File: config.mk
export PLATFORM = sky130hd
export DESIGN_NAME = central_difference_speed_accel_core_flat
export DESIGN_NICKNAME = d
export VERILOG_FILES = /design/src/rtl/cdsa_pkg.sv /design/src/rtl/cdsa_if.sv /design/src/rtl/cdsa_mul.sv /design/src/rtl/cdsa_isqrt.sv /design/src/rtl/central_difference_speed_accel_core.sv /design/src/flat_wrapper.sv
export SDC_FILE = /design/constraint.sdc
export NUM_CORES = 2
export LEC_CHECK = 0
export BUFFER_PORTS_ARGS = -buffer_cell sky130_fd_sc_hd__buf_2
export CORE_MARGIN = 4
export CORE_UTILIZATION = 43
export CTS_CLUSTER_SIZE = 10
export DETAILED_ROUTE_END_ITERATION = 8
export PLACE_DENSITY = 0.55
export SLEW_MARGIN = 40
export SYNTH_ARGS = -nofsm -noshare
export SYNTH_HDL_FRONTEND = slang
export SYNTH_SLANG_ARGS = --single-unit
File: constraint.sdc
create_clock -name clock -period 11.7 [get_ports clock]
set_clock_uncertainty 0.2 [all_clocks]
set_input_delay 0 -clock clock [delete_from_list [all_inputs] [get_ports clock]]
set_output_delay 0 -clock clock [all_outputs]
set_load 0.05 [all_outputs]
File: src/rtl/cdsa_pkg.sv
// Package for the central difference speed/acceleration core.
// Widths, sequencer state codes, inter-module structs and the 24-bit saturation.
// No dependencies.
package cdsa_pkg;

   localparam int TIME_W  = 32;
   localparam int NORM_W  = 16;
   localparam int SCALE_W = 17;
   localparam int RATE_W  = 16;
   localparam int POS_W   = 18;
   localparam int VEL_W   = 24;
   localparam int MAG_W   = 24;
   localparam int MUL_W   = 26;
   localparam int PROD_W  = 2 * MUL_W;
   localparam int SQ_W    = 47;
   localparam int RAD_W   = 48;
   localparam int CSR_W   = 17;
   localparam int IDX_W   = 2;

   localparam logic [IDX_W-1:0] CSR_PITCH_LENGTH = 2'd0;
   localparam logic [IDX_W-1:0] CSR_PITCH_WIDTH  = 2'd1;
   localparam logic [IDX_W-1:0] CSR_INV_TWO_DT   = 2'd2;

   localparam logic [SCALE_W-1:0] PITCH_LENGTH_RST = 17'd105000;
   localparam logic [SCALE_W-1:0] PITCH_WIDTH_RST  = 17'd68000;
   localparam logic [RATE_W-1:0]  INV_TWO_DT_RST   = 16'd640;

   typedef enum logic [15:0] {
      ST_IDLE = 16'h0001,
      ST_PX   = 16'h0002,
      ST_PY   = 16'h0004,
      ST_VX   = 16'h0008,
      ST_VY   = 16'h0010,
      ST_SX   = 16'h0020,
      ST_SY   = 16'h0040,
      ST_SUM  = 16'h0080,
      ST_WS   = 16'h0100,
      ST_AX   = 16'h0200,
      ST_AY   = 16'h0400,
      ST_QX   = 16'h0800,
      ST_QY   = 16'h1000,
      ST_ASUM = 16'h2000,
      ST_WA   = 16'h4000,
      ST_UPD  = 16'h8000
   } state_type;

   typedef struct packed {
      logic signed [MUL_W-1:0] a;
      logic signed [MUL_W-1:0] b;
   } mul_req_type;

   typedef struct packed {
      logic busy;
      logic done;
   } sq_stat_type;

   // saturate a floor-shifted rate product to 24 bits signed
   function automatic logic signed [VEL_W-1:0] sat24(input logic signed [PROD_W-9:0] v);
      logic signed [VEL_W-1:0] r;
      if (v > $signed({{(PROD_W-8-VEL_W){1'b0}}, 1'b0, {(VEL_W-1){1'b1}}})) begin
         r = {1'b0, {(VEL_W-1){1'b1}}};
      end else if (v < $signed({{(PROD_W-8-VEL_W){1'b1}}, 1'b1, {(VEL_W-1){1'b0}}})) begin
         r = {1'b1, {(VEL_W-1){1'b0}}};
      end else begin
         r = v[VEL_W-1:0];
      end
      return r;
   endfunction

endpackage

File: src/rtl/cdsa_if.sv
// Valid/ready channel interfaces for sample requests and estimate responses.
// Depends on cdsa_pkg for field widths.
interface cdsa_req_if import cdsa_pkg::*; ();
   logic              valid;
   logic              ready;
   logic [TIME_W-1:0] time_ms;
   logic [NORM_W-1:0] x_norm;
   logic [NORM_W-1:0] y_norm;

   modport source (output valid, time_ms, x_norm, y_norm, input ready);
   modport sink   (input valid, time_ms, x_norm, y_norm, output ready);
endinterface

interface cdsa_rsp_if import cdsa_pkg::*; ();
   logic              valid;
   logic              ready;
   logic [TIME_W-1:0] speed_time_ms;
   logic [MAG_W-1:0]  speed_mm_s;
   logic              speed_valid;
   logic [TIME_W-1:0] accel_time_ms;
   logic [MAG_W-1:0]  accel_mm_s2;
   logic              accel_valid;
   logic [MAG_W-1:0]  max_speed_mm_s;

   modport source (output valid, speed_time_ms, speed_mm_s, speed_valid, accel_time_ms,
                   accel_mm_s2, accel_valid, max_speed_mm_s, input ready);
   modport sink   (input valid, speed_time_ms, speed_mm_s, speed_valid, accel_time_ms,
                   accel_mm_s2, accel_valid, max_speed_mm_s, output ready);
endinterface

File: src/rtl/cdsa_mul.sv
// Shared signed multiplier with registered product.
// Depends on cdsa_pkg.
module cdsa_mul import cdsa_pkg::*; (
   input  logic                     clock,
   input  mul_req_type              req,
   output logic signed [PROD_W-1:0] prod
);

   logic signed [PROD_W-1:0] prod_ff;

   always_ff @(posedge clock) begin
      prod_ff <= req.a * req.b;
   end

   assign prod = prod_ff;

endmodule

File: src/rtl/cdsa_isqrt.sv
// Bit-serial floor square root, one result bit per cycle.
// Depends on cdsa_pkg.
module cdsa_isqrt import cdsa_pkg::*; (
   input  logic             clock,
   input  logic             reset,
   input  logic             start,
   input  logic [RAD_W-1:0] radicand,
   output sq_stat_type      stat,
   output logic [MAG_W-1:0] root
);

   logic [RAD_W-1:0] rem_ff, rem_in;
   logic [RAD_W-1:0] res_ff, res_in;
   logic [RAD_W-1:0] bit_ff, bit_in;
   logic             busy_ff, busy_in;
   logic             done_ff, done_in;
   logic [RAD_W-1:0] trial;

   always_comb begin
      trial   = res_ff + bit_ff;
      rem_in  = rem_ff;
      res_in  = res_ff;
      bit_in  = bit_ff;
      busy_in = busy_ff;
      done_in = 1'b0;
      if (start) begin
         rem_in  = radicand;
         res_in  = '0;
         bit_in  = {2'b01, {(RAD_W-2){1'b0}}};
         busy_in = 1'b1;
      end else if (busy_ff) begin
         if (rem_ff >= trial) begin
            rem_in = rem_ff - trial;
            res_in = (res_ff >> 1) + bit_ff;
         end else begin
            res_in = res_ff >> 1;
         end
         bit_in = bit_ff >> 2;
         if (bit_ff[0]) begin
            busy_in = 1'b0;
            done_in = 1'b1;
         end
      end
   end

   always_ff @(posedge clock) begin
      rem_ff <= rem_in;
      res_ff <= res_in;
      bit_ff <= bit_in;
      if (reset) begin
         busy_ff <= 1'b0;
         done_ff <= 1'b0;
      end else begin
         busy_ff <= busy_in;
         done_ff <= done_in;
      end
   end

   assign stat.busy = busy_ff;
   assign stat.done = done_ff;
   assign root      = res_ff[MAG_W-1:0];

endmodule

File: src/rtl/central_difference_speed_accel_core.sv
// Central difference speed and acceleration estimator, top level.
// Depends on cdsa_pkg, cdsa_if, cdsa_mul and cdsa_isqrt.
//
// Before the third sample a transaction runs the position and x velocity steps and the
// update step. From the third sample on it adds the y velocity, both squares, the sum
// and the wait for the speed root, and from the fifth on the acceleration steps and the
// wait for its root. The core returns to idle after each update, and req.ready is
// high only while it is idle. The sequence is set by the single shared 26x26 multiplier
// and by the bit-serial square root. The multiplier produces one product per cycle for
// positions, rates and squares, each registered and ready in the next cycle, and each
// magnitude waits for the square root's done flag. A finished response sits in the
// output register until taken, and a new sample is accepted meanwhile. The core holds
// in its final step while the previous response is still waiting.
module central_difference_speed_accel_core import cdsa_pkg::*; (
   input  logic             clock,
   input  logic             reset,
   cdsa_req_if.sink         req,
   cdsa_rsp_if.source       rsp,
   input  logic             csr_we,
   input  logic [IDX_W-1:0] csr_index,
   input  logic [CSR_W-1:0] csr_wdata
);

   state_type state_ff, state_in;

   logic [SCALE_W-1:0] len_ff, wid_ff;
   logic [RATE_W-1:0]  inv_ff;

   logic [TIME_W-1:0]  t_ff;
   logic [NORM_W-1:0]  xn_ff, yn_ff;

   logic signed [POS_W-1:0] x_new_ff, y_new_ff;
   logic signed [POS_W-1:0] xh0_ff, xh1_ff, yh0_ff, yh1_ff;
   logic [TIME_W-1:0]       th0_ff, th1_ff;
   logic signed [VEL_W-1:0] vx_ff, vy_ff, ax_ff, ay_ff;
   logic signed [VEL_W-1:0] vxh0_ff, vxh1_ff, vyh0_ff, vyh1_ff;
   logic [SQ_W-1:0]         acc_ff;
   logic [MAG_W-1:0]        speed_ff, accel_ff, max_ff;
   logic [2:0]              count_ff;

   logic              rsp_valid_ff;
   logic [TIME_W-1:0] o_st_ff, o_at_ff;
   logic [MAG_W-1:0]  o_speed_ff, o_accel_ff, o_max_ff;
   logic              o_sv_ff, o_av_ff;

   mul_req_type              mreq;
   logic signed [PROD_W-1:0] prod;
   logic                     sq_start;
   logic [RAD_W-1:0]         sq_rad;
   sq_stat_type              sq_stat;
   logic [MAG_W-1:0]         sq_root;

   logic                     sv, av, accept, out_free;
   logic signed [POS_W-1:0]  pos_p;
   logic signed [VEL_W-1:0]  vel_p;
   logic [MAG_W-1:0]         max_new;

   cdsa_mul u_mul (
      .clock (clock),
      .req   (mreq),
      .prod  (prod)
   );

   cdsa_isqrt u_isqrt (
      .clock    (clock),
      .reset    (reset),
      .start    (sq_start),
      .radicand (sq_rad),
      .stat     (sq_stat),
      .root     (sq_root)
   );

   assign sv       = count_ff >= 3'd2;
   assign av       = count_ff >= 3'd4;
   assign req.ready = (state_ff == ST_IDLE);
   assign accept   = req.valid && req.ready;
   assign out_free = !rsp_valid_ff || rsp.ready;
   assign pos_p    = prod[POS_W+15:16];
   assign vel_p    = sat24(prod[PROD_W-1:8]);
   assign sq_start = (state_ff == ST_SUM) || (state_ff == ST_ASUM);
   assign sq_rad   = {1'b0, acc_ff} + {1'b0, prod[SQ_W-1:0]};
   assign max_new  = (sv && speed_ff > max_ff) ? speed_ff : max_ff;

   // multiplier operand select
   always_comb begin
      mreq.a = '0;
      mreq.b = '0;
      unique case (state_ff)
         ST_PX: begin
            mreq.a = {{(MUL_W-NORM_W){~xn_ff[NORM_W-1]}}, ~xn_ff[NORM_W-1],
                      xn_ff[NORM_W-2:0]};
            mreq.b = {{(MUL_W-SCALE_W){1'b0}}, len_ff};
         end
         ST_PY: begin
            mreq.a = {{(MUL_W-NORM_W){~yn_ff[NORM_W-1]}}, ~yn_ff[NORM_W-1],
                      yn_ff[NORM_W-2:0]};
            mreq.b = {{(MUL_W-SCALE_W){1'b0}}, wid_ff};
         end
         ST_VX: begin
            mreq.a = {{(MUL_W-POS_W){x_new_ff[POS_W-1]}}, x_new_ff}
                   - {{(MUL_W-POS_W){xh1_ff[POS_W-1]}}, xh1_ff};
            mreq.b = {{(MUL_W-RATE_W){1'b0}}, inv_ff};
         end
         ST_VY: begin
            mreq.a = {{(MUL_W-POS_W){y_new_ff[POS_W-1]}}, y_new_ff}
                   - {{(MUL_W-POS_W){yh1_ff[POS_W-1]}}, yh1_ff};
            mreq.b = {{(MUL_W-RATE_W){1'b0}}, inv_ff};
         end
         ST_SX: begin
            mreq.a = {{(MUL_W-VEL_W){vx_ff[VEL_W-1]}}, vx_ff};
            mreq.b = mreq.a;
         end
         ST_SY: begin
            mreq.a = {{(MUL_W-VEL_W){vy_ff[VEL_W-1]}}, vy_ff};
            mreq.b = mreq.a;
         end
         ST_AX: begin
            mreq.a = {{(MUL_W-VEL_W){vx_ff[VEL_W-1]}}, vx_ff}
                   - {{(MUL_W-VEL_W){vxh1_ff[VEL_W-1]}}, vxh1_ff};
            mreq.b = {{(MUL_W-RATE_W){1'b0}}, inv_ff};
         end
         ST_AY: begin
            mreq.a = {{(MUL_W-VEL_W){vy_ff[VEL_W-1]}}, vy_ff}
                   - {{(MUL_W-VEL_W){vyh1_ff[VEL_W-1]}}, vyh1_ff};
            mreq.b = {{(MUL_W-RATE_W){1'b0}}, inv_ff};
         end
         ST_QX: begin
            mreq.a = {{(MUL_W-VEL_W){ax_ff[VEL_W-1]}}, ax_ff};
            mreq.b = mreq.a;
         end
         ST_QY: begin
            mreq.a = {{(MUL_W-VEL_W){ay_ff[VEL_W-1]}}, ay_ff};
            mreq.b = mreq.a;
         end
         default: begin
            mreq.a = '0;
            mreq.b = '0;
         end
      endcase
   end

   always_comb begin
      state_in = state_ff;
      unique case (state_ff)
         ST_IDLE: if (accept) state_in = ST_PX;
         ST_PX:   state_in = ST_PY;
         ST_PY:   state_in = ST_VX;
         ST_VX:   state_in = sv ? ST_VY : ST_UPD;
         ST_VY:   state_in = ST_SX;
         ST_SX:   state_in = ST_SY;
         ST_SY:   state_in = ST_SUM;
         ST_SUM:  state_in = ST_WS;
         ST_WS:   if (sq_stat.done) state_in = av ? ST_AX : ST_UPD;
         ST_AX:   state_in = ST_AY;
         ST_AY:   state_in = ST_QX;
         ST_QX:   state_in = ST_QY;
         ST_QY:   state_in = ST_ASUM;
         ST_ASUM: state_in = ST_WA;
         ST_WA:   if (sq_stat.done) state_in = ST_UPD;
         ST_UPD:  if (out_free) state_in = ST_IDLE;
         default: state_in = ST_IDLE;
      endcase
   end

   // datapath captures
   always_ff @(posedge clock) begin
      if (accept) begin
         t_ff  <= req.time_ms;
         xn_ff <= req.x_norm;
         yn_ff <= req.y_norm;
      end
      if (state_ff == ST_PY) x_new_ff <= pos_p;
      if (state_ff == ST_VX) y_new_ff <= pos_p;
      if (state_ff == ST_VY) vx_ff    <= vel_p;
      if (state_ff == ST_SX) vy_ff    <= vel_p;
      if (state_ff == ST_AY) ax_ff    <= vel_p;
      if (state_ff == ST_QX) ay_ff    <= vel_p;
      if (state_ff == ST_SY || state_ff == ST_QY) acc_ff <= prod[SQ_W-1:0];
      if (state_ff == ST_WS && sq_stat.done) speed_ff <= sq_root;
      if (state_ff == ST_WA && sq_stat.done) accel_ff <= sq_root;
      if (state_ff == ST_UPD && out_free) begin
         o_st_ff    <= sv ? th0_ff : '0;
         o_speed_ff <= sv ? speed_ff : '0;
         o_sv_ff    <= sv;
         o_at_ff    <= av ? th1_ff : '0;
         o_accel_ff <= av ? accel_ff : '0;
         o_av_ff    <= av;
         o_max_ff   <= max_new;
      end
   end

   // control, configuration and history state
   always_ff @(posedge clock) begin
      if (reset) begin
         state_ff     <= ST_IDLE;
         rsp_valid_ff <= 1'b0;
         len_ff       <= PITCH_LENGTH_RST;
         wid_ff       <= PITCH_WIDTH_RST;
         inv_ff       <= INV_TWO_DT_RST;
         xh0_ff       <= '0;
         xh1_ff       <= '0;
         yh0_ff       <= '0;
         yh1_ff       <= '0;
         th0_ff       <= '0;
         th1_ff       <= '0;
         vxh0_ff      <= '0;
         vxh1_ff      <= '0;
         vyh0_ff      <= '0;
         vyh1_ff      <= '0;
         count_ff     <= '0;
         max_ff       <= '0;
      end else begin
         state_ff <= state_in;
         if (csr_we) begin
            unique case (csr_index)
               CSR_PITCH_LENGTH: len_ff <= csr_wdata;
               CSR_PITCH_WIDTH:  wid_ff <= csr_wdata;
               CSR_INV_TWO_DT:   inv_ff <= csr_wdata[RATE_W-1:0];
               default: ;
            endcase
         end
         if (rsp_valid_ff && rsp.ready && state_ff != ST_UPD) rsp_valid_ff <= 1'b0;
         if (state_ff == ST_UPD && out_free) begin
            rsp_valid_ff <= 1'b1;
            if (sv) begin
               vxh1_ff <= vxh0_ff;
               vyh1_ff <= vyh0_ff;
               vxh0_ff <= vx_ff;
               vyh0_ff <= vy_ff;
            end
            xh1_ff <= xh0_ff;
            yh1_ff <= yh0_ff;
            th1_ff <= th0_ff;
            xh0_ff <= x_new_ff;
            yh0_ff <= y_new_ff;
            th0_ff <= t_ff;
            max_ff <= max_new;
            if (count_ff < 3'd5) count_ff <= count_ff + 3'd1;
         end
      end
   end

   assign rsp.valid          = rsp_valid_ff;
   assign rsp.speed_time_ms  = o_st_ff;
   assign rsp.speed_mm_s     = o_speed_ff;
   assign rsp.speed_valid    = o_sv_ff;
   assign rsp.accel_time_ms  = o_at_ff;
   assign rsp.accel_mm_s2    = o_accel_ff;
   assign rsp.accel_valid    = o_av_ff;
   assign rsp.max_speed_mm_s = o_max_ff;

   a_accept_to_px: assert property (@(posedge clock) disable iff (reset)
      accept |=> state_ff == ST_PX)
      else $error("accepted transaction did not start the sequence");

   a_count_sat: assert property (@(posedge clock) disable iff (reset)
      count_ff <= 3'd5)
      else $error("sample count above saturation");

   a_wait_has_root: assert property (@(posedge clock) disable iff (reset)
      (state_ff == ST_WS || state_ff == ST_WA) |-> (sq_stat.busy || sq_stat.done))
      else $error("waiting on square root that is not running");

   a_accel_needs_speed: assert property (@(posedge clock) disable iff (reset)
      rsp_valid_ff |-> (!o_av_ff || o_sv_ff))
      else $error("acceleration flagged valid without speed");

   a_max_bounds_speed: assert property (@(posedge clock) disable iff (reset)
      (rsp_valid_ff && o_sv_ff) |-> (o_max_ff >= o_speed_ff))
      else $error("running maximum below reported speed");

endmodule
File: src/flat_wrapper.sv
// flat-port wrapper written by rule: the top's interface ports become plain ports
module central_difference_speed_accel_core_flat import cdsa_pkg::*;
  (clock, reset, csr_we, csr_index, csr_wdata, req_valid, req_time_ms, req_x_norm, req_y_norm, req_ready, rsp_valid, rsp_speed_time_ms, rsp_speed_mm_s, rsp_speed_valid, rsp_accel_time_ms, rsp_accel_mm_s2, rsp_accel_valid, rsp_max_speed_mm_s, rsp_ready);
  cdsa_req_if req_i ();
  cdsa_rsp_if rsp_i ();
  input  logic clock;
  input  logic reset;
  input  logic csr_we;
  input  logic [IDX_W-1:0] csr_index;
  input  logic [CSR_W-1:0] csr_wdata;
  input wire logic [$bits(req_i.valid)-1:0] req_valid;
  input wire logic [$bits(req_i.time_ms)-1:0] req_time_ms;
  input wire logic [$bits(req_i.x_norm)-1:0] req_x_norm;
  input wire logic [$bits(req_i.y_norm)-1:0] req_y_norm;
  output wire logic [$bits(req_i.ready)-1:0] req_ready;
  output wire logic [$bits(rsp_i.valid)-1:0] rsp_valid;
  output wire logic [$bits(rsp_i.speed_time_ms)-1:0] rsp_speed_time_ms;
  output wire logic [$bits(rsp_i.speed_mm_s)-1:0] rsp_speed_mm_s;
  output wire logic [$bits(rsp_i.speed_valid)-1:0] rsp_speed_valid;
  output wire logic [$bits(rsp_i.accel_time_ms)-1:0] rsp_accel_time_ms;
  output wire logic [$bits(rsp_i.accel_mm_s2)-1:0] rsp_accel_mm_s2;
  output wire logic [$bits(rsp_i.accel_valid)-1:0] rsp_accel_valid;
  output wire logic [$bits(rsp_i.max_speed_mm_s)-1:0] rsp_max_speed_mm_s;
  input wire logic [$bits(rsp_i.ready)-1:0] rsp_ready;
  assign req_i.valid = req_valid;
  assign req_i.time_ms = req_time_ms;
  assign req_i.x_norm = req_x_norm;
  assign req_i.y_norm = req_y_norm;
  assign req_ready = req_i.ready;
  assign rsp_valid = rsp_i.valid;
  assign rsp_speed_time_ms = rsp_i.speed_time_ms;
  assign rsp_speed_mm_s = rsp_i.speed_mm_s;
  assign rsp_speed_valid = rsp_i.speed_valid;
  assign rsp_accel_time_ms = rsp_i.accel_time_ms;
  assign rsp_accel_mm_s2 = rsp_i.accel_mm_s2;
  assign rsp_accel_valid = rsp_i.accel_valid;
  assign rsp_max_speed_mm_s = rsp_i.max_speed_mm_s;
  assign rsp_i.ready = rsp_ready;
  central_difference_speed_accel_core u_core (.clock(clock), .reset(reset), .req(req_i), .rsp(rsp_i), .csr_we(csr_we), .csr_index(csr_index), .csr_wdata(csr_wdata));
endmodule
==> reports/metrics.yaml <==
setup_path:
  cp_common_cell: "fa_1"
  cp.arrival_ns: 11.31
  crit_required_ns: 12.11
  endpoint_kind: "register"
  path_max_fanout: 14
  cpPeakStageDelay_ns: 0.73
  worst_setup_path_start_kind: "register"
  cp_slowest_cell: "a2111o_2"
  path_class: "reg -> reg"
yosys:
  synth-simple-area-share_pct: 15.2
  synthCells: 7382
  yosysTopAreaCell: "edfxtp_1"
  muxShareOfSynthArea_pct: 1.10
  synthAdderAreaFrac_pct: 27.1
  synth-xor-area-share_pct: 3.26
  syn_area_um2: 69800
  synth_top_family_by_area: "adder cells"
  yosysSeqAreaShare_pct: 33.5
  yosys.cell_types.count: 106
  ys.flop_type: "edfxtp_1"
  ys_async_sr_fraction_pct: 0
  synth_edf_count: 477
  synth_area_leaders: "edfxtp_1 21%, fa_1 20%, dfxtp_1 13%"
  syn_area_per_cell_um2: 9.45
  synth_warnings: 0
  synth_nets: 8566
  netlist.area_leader.share_pct: 20.5
  synth_compound_area_share_pct: 12.7
  synth-seq-cells: 929
worst_hold_path:
  hold_path.class: "in -> reg"
sta:
  hold_viol: 0
  slew_headroom_pct: 37.5
  rsz0062_at_grt: "false"
  finalSetupTns_ns: 0
  setup_viol: 0
  final.setup.worst_slack_ns: 0.794
  post-route-min-period_ns: 10.91
  worstMarginPinSlew_ns: 0.937
  hold-worst-slack_ns: 0.0730
  drv_slew: 0
  finalCritPeriodShare_pct: 93.2
  fmax_mhz: 91.7
cells_and_area:
  final_cells: 10021
  nNetsFinal: 8949
  drive_gt1_share_pct: 8.49
  final_common_cell: "nand2_1"
  final_cell_mix: "1200 x nand2_1, 944 x inv_1, 696 x fa_1"
  postLayoutCoreUtil_pct: 49.2
  final_area_um2: 79200
  nFillCells: 15244
  syn2layout_area_growth_pct: 13.5
floorplan:
  row_count: 147
  start_util_pct: 43.3
  io_pins: 228
  die_height_um: 411
  core_um2: 161000
  die_x_um: 411
  die_area_um2: 169000
global_route:
  antenna_found_initial: 14
  first_global_vias: 54313
  grt_pass1_wl_um: 331000
  grt_max_degree: 115
  grt.overflow.total: 0
  track_usage_pct: 25.4
place:
  io_buffer_count: 227
  place_congestion: 0.954
  dp_cells: 9629
  dp_hpwl_um: 162000
  place_ws_ns: 0.813
  placed_area_um2: 73900
pwr:
  leakagePower_nw: 33.2
  vdd_drop_max_uv: 132
  finalPower_mw: 7.82
  power_density_nw_per_um2: 98.8
drt:
  routed_wl_um: 216000
  wl_per_cell_um: 21.5
  drtAntennaViolNets: 0
  dr.pass1.iters: 8
  num_vias: 53984
  drt-initial-drc-count: 4526
  drc: 0
  vias_per_cell: 5.39
clock_network:
  clkLatencyLatePin_ns: 0.77
  ctsHtreeMaxLevel: 3
  clockRootBuffer: "clkbuf_16"
  clock_path_buffers: 3
  clkSinkCount: 929
  cts_buffers: 108
  cts_tree: "done"
  clkTransAtPathRegs_ns: 0.06
outcome:
  status: "finished, final reports clean"
job:
  timing.max_cap.violations: 0
==> kinds of logic after synthesis <==
| kind of cell | count (synthesis) |
|---|---|
| muxes | 76 |
| adders and majority gates | 1096 |
| other | 1 |
| DFF | 929 |
| and+or+nand+nor | 2347 |
| AOI/OAI and AO/OA | 1397 |
| buffers and inverters | 1276 |
| xor gates and xnor gates | 260 |
==> final cells by class <==
class	instances	area, µm²	area share [%]
multi-input cells	5177	41700	52.6
repair buffers	597	4500	5.68
diodes	5	12.5	0.0158
flip-flops and latches	929	23400	29.5
inverters	952	3580	4.52
well taps	2160	2700	3.41
clock inverters	17	262	0.330
clock buffers	184	3070	3.88
==> power by group <==
part / leakage, nW / internal, mW / switching (mW)
registers: 7.78 / 3.55 / 0.0917
logic: 23.8 / 0.350 / 0.639
clock network: 1.58 / 1.79 / 1.40
==> registers in the layout, summed over array words and instances (netlist names), 32 cells and up <==
name and count:
u_core.u_mul.prod 52, u_core.th0_ff 32, u_core.t_ff 32, u_core.rsp.speed_time_ms 32
u_core.acc_ff 47, u_core.u_isqrt.res_ff 48, u_core.th1_ff 32, u_core.rsp.accel_time_ms 32
u_core.u_isqrt.rem_ff 48
==> metal layers <==
metal  track usage (%)  up-vias  share of wire [%]
met5                 0        -              0.022
met4              9.32        6                4.0
met3              3.56      355                6.3
met2              40.9     1681                 46
met1              35.1    26703                 44
li1                  -    25239                  -
==> critical path: cells and delay by family (launching register included) <==
kind            cells  cell delay, ns
fa+ha+maj           9            4.08
compound gates     13            3.87
buf+inv            10            1.13
simple gates        7            0.98
flops               1            0.43
==> cell usage after synthesis, drive strengths merged (11+ instances only) <==
master / instances
and3: 30
nand3: 71
o21a: 45
nand2: 1204
ha: 400
a21o: 103
o41ai: 13
o31ai: 29
nor3: 60
a22oi: 42
o211ai: 21
dfxtp: 452
nor2: 451
edfxtp: 477
o21ai: 234
a222oi: 17
xor2: 107
fa: 696
nor3b: 18
a221oi: 17
o221ai: 13
buf: 94
nand4: 55
xnor2: 153
a211o: 15
a211oi: 38
a31o: 17
o21bai: 41
a21oi: 564
o22ai: 11
a221o: 14
mux2i: 68
or2: 25
and2: 242
nor2b: 52
a2111oi: 12
clkbuf: 230
nand2b: 66
nor4: 23
inv: 950
a31oi: 73
or3: 14
==> final timing paths <==
check | start | to | slack, ns | cells after the start
max | u_core.vy_ff[1]$_DFFE_PN_ | u_core.u_mul.prod[50]$_DFF_P_ | 0.79 | 39
max reg2reg | u_core.vy_ff[1]$_DFFE_PN_ | u_core.u_mul.prod[50]$_DFF_P_ | 0.79 | 39
min | rsp_ready | u_core.rsp.valid$_SDFFE_PP0P_ | 0.07 | 4
min reg2reg | u_core.yh0_ff[10]$_SDFFE_PP0P_ | u_core.yh1_ff[10]$_SDFFE_PP0P_ | 0.19 | 2
==> timing repair <==
action / in CTS / in global routing
setup endpoints to repair: 0 / 2
gates resized for setup: 0 / 1
hold buffers: 185 / 0
hold endpoints to repair: 456 / 0
setup buffers: 0 / 0
(Power assumes the default switching activity.)
